===== config.mk =====
export PLATFORM = sky130hd
export DESIGN_NAME = crv_div
export DESIGN_NICKNAME = d
export VERILOG_FILES = /design/src/crv_pkg.sv /design/src/crv_div.sv
export SDC_FILE = /design/constraint.sdc
export NUM_CORES = 2
export LEC_CHECK = 0
export BUFFER_PORTS_ARGS = -buffer_cell sky130_fd_sc_hd__buf_2
export CAP_MARGIN = 25
export CORE_ASPECT_RATIO = 1.5
export CORE_MARGIN = 3
export CORE_UTILIZATION = 55
export DETAILED_ROUTE_END_ITERATION = 8
export GPL_TIMING_DRIVEN = 0
export HOLD_SLACK_MARGIN = 0.02
export PLACE_DENSITY = 0.74
export SYNTH_ARGS = -nofsm -noshare
export SYNTH_HDL_FRONTEND = slang
export SYNTH_SLANG_ARGS = --single-unit

===== constraint.sdc =====
create_clock -name clk -period 3.6 [get_ports clk]
set_clock_uncertainty 0.05 [all_clocks]
set_input_delay 0.36 -clock clk [delete_from_list [all_inputs] [get_ports clk]]
set_output_delay 0.36 -clock clk [all_outputs]
set_load 0.01 [all_outputs]

===== src/crv_pkg.sv =====
package crv_pkg;

  // Fraction bits of the fixed-point fields.
  localparam int F = 16;
  // Width of z0 (root density) and of the divisors.
  localparam int ZW = (31 + F + 1) / 2;
  // Width of the even-padded sqrt radicand.
  localparam int SW = 2 * ZW;
  // Dividend width of the quotient units; quotient bits produced.
  localparam int DW = 62;
  localparam int QW = 32;
  localparam int HW = DW - QW;
  localparam int RW = ZW + 1;
  // Quotient unit latency in pipeline stages.
  localparam int DIV_LAT = QW + 1;

  localparam logic [17:0] GAMMA_RESET = 18'd91750;
  localparam logic [17:0] GAMMA_ONE = 18'd65536;

  localparam logic [1:0] ST_OK = 2'd0;
  localparam logic [1:0] ST_BAD = 2'd1;
  localparam logic [1:0] ST_SAT = 2'd2;

  typedef struct packed {
    logic        sat;
    logic [31:0] value;
  } sat_res_t;

  function automatic logic [31:0] mag32(input logic [31:0] x);
    mag32 = x[31] ? 32'(-x) : x;
  endfunction

  // Applies a sign to a magnitude and clamps to the signed 32-bit range.
  function automatic sat_res_t sat32(input logic neg, input logic ovf,
                                     input logic [31:0] q);
    sat_res_t r;
    if (neg) begin
      if (ovf || q > 32'h8000_0000) begin
        r.sat = 1'b1;
        r.value = 32'h8000_0000;
      end else begin
        r.sat = 1'b0;
        r.value = 32'(-q);
      end
    end else begin
      if (ovf || q > 32'h7FFF_FFFF) begin
        r.sat = 1'b1;
        r.value = 32'h7FFF_FFFF;
      end else begin
        r.sat = 1'b0;
        r.value = q;
      end
    end
    return r;
  endfunction

endpackage


===== src/crv_div.sv =====
// Pipelined restoring divider, one quotient bit per stage. The first stage
// flags quotients of 2^QW or more; only QW quotient bits are formed.
module crv_div (
  input  logic                       clk,
  input  logic                       adv,
  input  logic [crv_pkg::DW-1:0]     dividend,
  input  logic [crv_pkg::ZW-1:0]     divisor,
  output logic [crv_pkg::QW-1:0]     quotient,
  output logic                       ovf
);

  logic [crv_pkg::RW-1:0] rem_r [0:crv_pkg::QW];
  logic [crv_pkg::ZW-1:0] d_r   [0:crv_pkg::QW];
  logic [crv_pkg::QW-1:0] low_r [0:crv_pkg::QW];
  logic [crv_pkg::QW-1:0] q_r   [0:crv_pkg::QW];
  logic                   ovf_r [0:crv_pkg::QW];

  logic [crv_pkg::HW-1:0] hi;
  assign hi = dividend[crv_pkg::DW-1:crv_pkg::QW];

  always_ff @(posedge clk) begin
    if (adv) begin
      ovf_r[0] <= (hi >= crv_pkg::HW'(divisor));
      rem_r[0] <= crv_pkg::RW'(hi);
      d_r[0]   <= divisor;
      low_r[0] <= dividend[crv_pkg::QW-1:0];
      q_r[0]   <= '0;
    end
  end

  for (genvar k = 1; k <= crv_pkg::QW; k++) begin : g_step
    logic [crv_pkg::RW-1:0] r2;
    logic                   ge;
    assign r2 = {rem_r[k-1][crv_pkg::RW-2:0], low_r[k-1][crv_pkg::QW-1]};
    assign ge = r2 >= crv_pkg::RW'(d_r[k-1]);
    always_ff @(posedge clk) begin
      if (adv) begin
        rem_r[k] <= ge ? crv_pkg::RW'(r2 - crv_pkg::RW'(d_r[k-1])) : r2;
        d_r[k]   <= d_r[k-1];
        low_r[k] <= {low_r[k-1][crv_pkg::QW-2:0], 1'b0};
        q_r[k]   <= {q_r[k-1][crv_pkg::QW-2:0], ge};
        ovf_r[k] <= ovf_r[k-1];
      end
    end
  end

  assign quotient = q_r[crv_pkg::QW];
  assign ovf = ovf_r[crv_pkg::QW];

endmodule


* Word-level counts from Yosys, hierarchy flattened
Memories as Yosys holds them, arrays and structs flattened.
Cells that the tools add are included.
** Storage, ports and cells
- Memories :: 5
- Output and inout bits :: 33
- Input bits :: 88
- Memory bits (writable) :: 3762
- Logic and storage cells :: 104
- Flip-flop bits (word level) :: 0
** Memory list
- low_r :: depth 33, width 32, rd ports 32, clocked after Yosys merged registers in 0, wr ports 33, RTL line crv_div.sv:14 : logic [crv_pkg::QW-1:0] low_r [0:crv_pkg::QW];
- q_r :: depth 33, width 32, rd ports 33, clocked after Yosys merged registers in 0, wr ports 33, RTL line crv_div.sv:15 : logic [crv_pkg::QW-1:0] q_r [0:crv_pkg::QW];
- rem_r :: depth 33, width 25, rd ports 32, clocked after Yosys merged registers in 0, wr ports 33, RTL line crv_div.sv:12 : logic [crv_pkg::RW-1:0] rem_r [0:crv_pkg::QW];
- d_r :: depth 33, width 24, rd ports 32, clocked after Yosys merged registers in 0, wr ports 33, RTL line crv_div.sv:13 : logic [crv_pkg::ZW-1:0] d_r [0:crv_pkg::QW];
- ovf_r :: depth 33, width 1, rd ports 33, clocked after Yosys merged registers in 0, wr ports 33, RTL line crv_div.sv:16 : logic ovf_r [0:crv_pkg::QW];
** Operators by class
- Magnitude comparators :: 33
- Multiplexer cells :: 34
- $add $sub $neg :: 32
** Operators by type and width (count)
- >= comparator 25 x 24 -> 1 bit :: 32
- 2-to-1 mux 25 bit :: 32
- subtractor 25 x 24 -> 25 bit :: 32
- >= comparator 30 x 24 -> 1 bit :: 1
- 2-to-1 mux 1 bit :: 2

* Depth between registers and ports, before layout
- Word-level depth :: 2
- Gate-level depth with buffers :: 14
- Mapped depth without buffers :: 12

* Worst setup path after synthesis
No wires, ideal clock.
- Kind :: reg-to-reg
- From :: memory d_r[0][505] (netlist name)
- To :: memory rem_r[0][557] (netlist name), data pin
- Clock period less this slack :: 3.240 ns
- Setup time :: 0.262 ns
- Stages on the path, launching flop included :: 13
- Arrival :: 2.928 ns
- Required time :: 3.288 ns
- Setup slack :: 0.360 ns
- Path buffers :: 1
- Path through :: edfxtp_1 > inv_1 > ha_1 > nor2b_1 > o31a_1 > nor4_4 > o31ai_1 > a211o_1 > o21ai_2 > nand3_1 > a41oi_4 > buf_4 > mux2_1
** RTL lines (RTL line)
- start, declared :: crv_div.sv:13
- end, declared :: crv_div.sv:12

==> impl_metrics.json <==
{
  "numCtsBuffers": 249,
  "postRouteWirelength_mm": 287,
  "port-buffer-count": 120,
  "crit_arrival_ps": 4100,
  "antenna_found_initial": 4,
  "power.total_mw": 128,
  "root_buffer": "clkbuf_16",
  "report.final.slew_viol_count": 0,
  "placed_cell_area_um2": 132000,
  "hold_path_class": "in -> reg",
  "clkTransAtPathRegs_ps": 60,
  "hp-start": "adv",
  "core_region_area_um2": 229000,
  "hold_slack_ps": 21.4,
  "clock_latency_ps": 900,
  "ctsLongestPathBuffers": 4,
  "synth_cell_types": 101,
  "grt_max_degree": 183,
  "clock-sinks": 2625,
  "ys_seq_area_frac": 0.619,
  "ir_worst_vdd_mv": 0.452,
  "power_density_nw_per_um2": 894,
  "synth.area.top_cells": "edfxtp_1, ha_1, mux2_2, inv_1, a21oi_1",
  "syn_to_final_growth_pct": 12.7,
  "status": "completed",
  "final-setup-viol-count": 0,
  "die_x_um": 399,
  "hold_violations": 0,
  "ys_seq_elements": 2625,
  "cts_tree": "done",
  "synth_area_per_cell_um2": 13.1,
  "cpMostUsedCell": "a21oi_2",
  "grt-ovfl-total": 0,
  "fin_crit_sh": 0.985,
  "grt.total_usage": 0.238,
  "async_reset_ff_frac": 0,
  "fin_util": 0.625,
  "die_area_um2": 237000,
  "leakage_nw": 57.0,
  "drive_gt1_frac": 0.123,
  "max_stage_delay_ps": 510,
  "fillers": 17200,
  "timing.critical_path.from": "d_r[0][289]$_DFFE_PP_",
  "slowest_stage": "edfxtp_1",
  "critPathRequiredTime_ps": 4150,
  "vias": 78200,
  "cap_violations": 0,
  "final_area_um2": 143000,
  "synth_enable_flop_cells": 2625,
  "synth_area_um2": 127000,
  "max_slew_margin": 0.353,
  "rows": 215,
  "grt_pass1_vias": 79400,
  "synth_top_area_frac": 0.619,
  "cpLargestDelayFamily": "compound AO/OA/AOI/OAI gates",
  "dr_wl_met2_mm": 156,
  "ys.flop_type": "edfxtp_1",
  "boundaryPins": 121,
  "crit_path_max_fanout": 5,
  "drt-initial-drc-count": 5263,
  "ys_warn_count": 0,
  "rsz0062_at_grt": "yes",
  "route.detailed.drc": 0,
  "pre_cts_ws_ps": -1320,
  "first_pass_iters": 6,
  "postSynthCellCount": 9756,
  "grt_first_pass_wirelength_mm": 439,
  "wl_per_cell_um": 21.2,
  "start_kind": "flop",
  "layout.nets": 11200,
  "via_per_inst": 5.77,
  "worstPathBufferInverterCount": 3,
  "clock.fmax_mhz": 282,
  "h-tree-depth": 4,
  "dp_hpwl_mm": 210,
  "start_util": 0.555,
  "wl_met3_mm": 10.5,
  "die-height_um": 595,
  "path_cells": "inv_2, ha_4, nor2b_4, o31a_1, o31ai_4, a21oi_2, a221o_1, a21oi_2, o31ai_2, a211o_1, buf_6, clkbuf_16, mux2_4",
  "syn_nets": 10700,
  "fin_crit_ps": 3550,
  "wl_met1_mm": 101,
  "cp-end-kind": "flop",
  "ant_nets": 0,
  "yosysTopAreaCell": "edfxtp_1",
  "path_class": "reg -> reg",
  "routed.top_layer": "met5",
  "tightest_slew_ps": 971,
  "gp_congestion": 0.962,
  "layout_setup_ws_ps": 52.6,
  "rr_startpoint": "d_r[0][289]$_DFFE_PP_"
}
==> state kept, by name (all words and copies together) (netlist names) <==
| name | cells |
|---|---|
| low_r | 528 |
| q_r | 528 |
| ovf_r | 33 |
| rem_r | 768 |
| d_r | 768 |
==> what timing repair did <==
item / CTS / global route
setup buffers: 35 / 43
cloned: 3 / 3
pin swaps: 23 / 38
resized for setup: 165 / 169
endpoints found under the hold margin: 206 / 101
endpoints found under the setup margin: 970 / 806
hold buffers: 83 / 4
==> path summary, 6_finish.rpt <==
path | end | slack [ps] | cells past startpoint
max | rem_r[0][333]$_DFFE_PP_ | 50 | 13
min | low_r[0][33]$_DFFE_PP_ | 20 | 2
max reg2reg | rem_r[0][333]$_DFFE_PP_ | 50 | 13
min reg2reg | q_r[0][226]$_DFFE_PP_ | 300 | 0
==> synthesized netlist by cell type (14+ instances only) <==
cell / instances
o31ai_1: 53
a31o_2: 25
o2111ai_1: 23
mux2_1: 33
xor2_1: 210
nand2_1: 502
o21bai_1: 64
or3_1: 44
nand3_1: 126
nor2b_1: 115
o21ai_1: 17
clkbuf_1: 97
nor4_1: 44
buf_2: 42
o21ai_0: 476
mux2i_1: 52
o21a_1: 127
and4_1: 25
nor3_1: 118
o211ai_1: 33
and3_1: 57
a21oi_1: 621
o31a_1: 39
nand4_1: 116
a31oi_1: 109
and2_1: 23
fa_1: 31
or2_2: 21
nor2_1: 559
a211o_1: 19
edfxtp_1: 2625
mux2_4: 17
a221oi_1: 14
mux2_2: 341
nand2b_1: 108
xnor2_1: 341
inv_1: 1004
ha_1: 792
nor3b_1: 19
a21o_1: 366
a211oi_1: 63
a21boi_0: 23
==> cells in the final DEF (no fill, tap or decap), types with 97 or more instances in the layout <==
| master | Yosys | layout |
|---|---|---|
| o21a_1 | 127 | 127 |
| edfxtp_1 | 2625 | 2625 |
| o21ai_0 | 476 | 455 |
| buf_2 | 42 | 135 |
| nand2b_1 | 108 | 108 |
| a21oi_1 | 621 | 597 |
| inv_1 | 1004 | 1000 |
| nor2b_1 | 115 | 111 |
| a31oi_1 | 109 | 97 |
| nor2_1 | 559 | 557 |
| nand3_1 | 126 | 125 |
| nor3_1 | 118 | 112 |
| xnor2_1 | 341 | 341 |
| ha_1 | 792 | 784 |
| xor2_1 | 210 | 210 |
| nand2_1 | 502 | 502 |
| mux2_2 | 341 | 340 |
| a21o_1 | 366 | 366 |
| clkbuf_16 | 0 | 253 |
| nand4_1 | 116 | 116 |
==> logic make-up (layout without fill, tap and decap cells) <==
logic type      after synthesis  in the layout  synth area share
fa+ha+maj                   823            823            0.0827
compound gates             2239           2239             0.114
xor+xnor                    551            551            0.0379
other cells                   0              3                 0
flops                      2625           2625             0.619
mux                         443            443            0.0392
buf+inv                    1168           1919            0.0357
simple gates               1907           1907            0.0717
==> final cells by class <==
class                      instances  area (um^2)  area share
antenna                            3         7.51   0.0000523
inverter                        1006         3800      0.0265
clock inverter                   171         1870      0.0131
sequential                      2625        78800       0.549
multi-input combinational       5963        45100       0.314
timing repair buffer             308         2740      0.0191
tap                             3038         3800      0.0265
clock buffer                     275         6350      0.0443
buffer                           159          973     0.00678
==> through the flow <==
step                      TNS (ps)  cells
after floorplan                  0   9756
after global placement           -  12900
after detailed placement   -915810  12900
after CTS                     -169  13500
after global routing         -1150  13500
final                            0  13500
==> power by group <==
group,leakage (nW),total [mW],switching (mW),internal [mW]
Combinational,27.4,54.8,30.9,23.9
Clock,3.99,26.5,11.3,15.2
Sequential,25.7,46.9,3.90,43.0
Total,57.0,128,46.2,82.1
==> metal layers <==
metal / GRT usage / vias to the layer above
li1: - / 37300
met1: 0.248 / 38000
met2: 0.452 / 2013
met3: 0.0274 / 837
met4: 0.139 / 2
met5: 0 / -
Power figures use the tool's default switching activity.
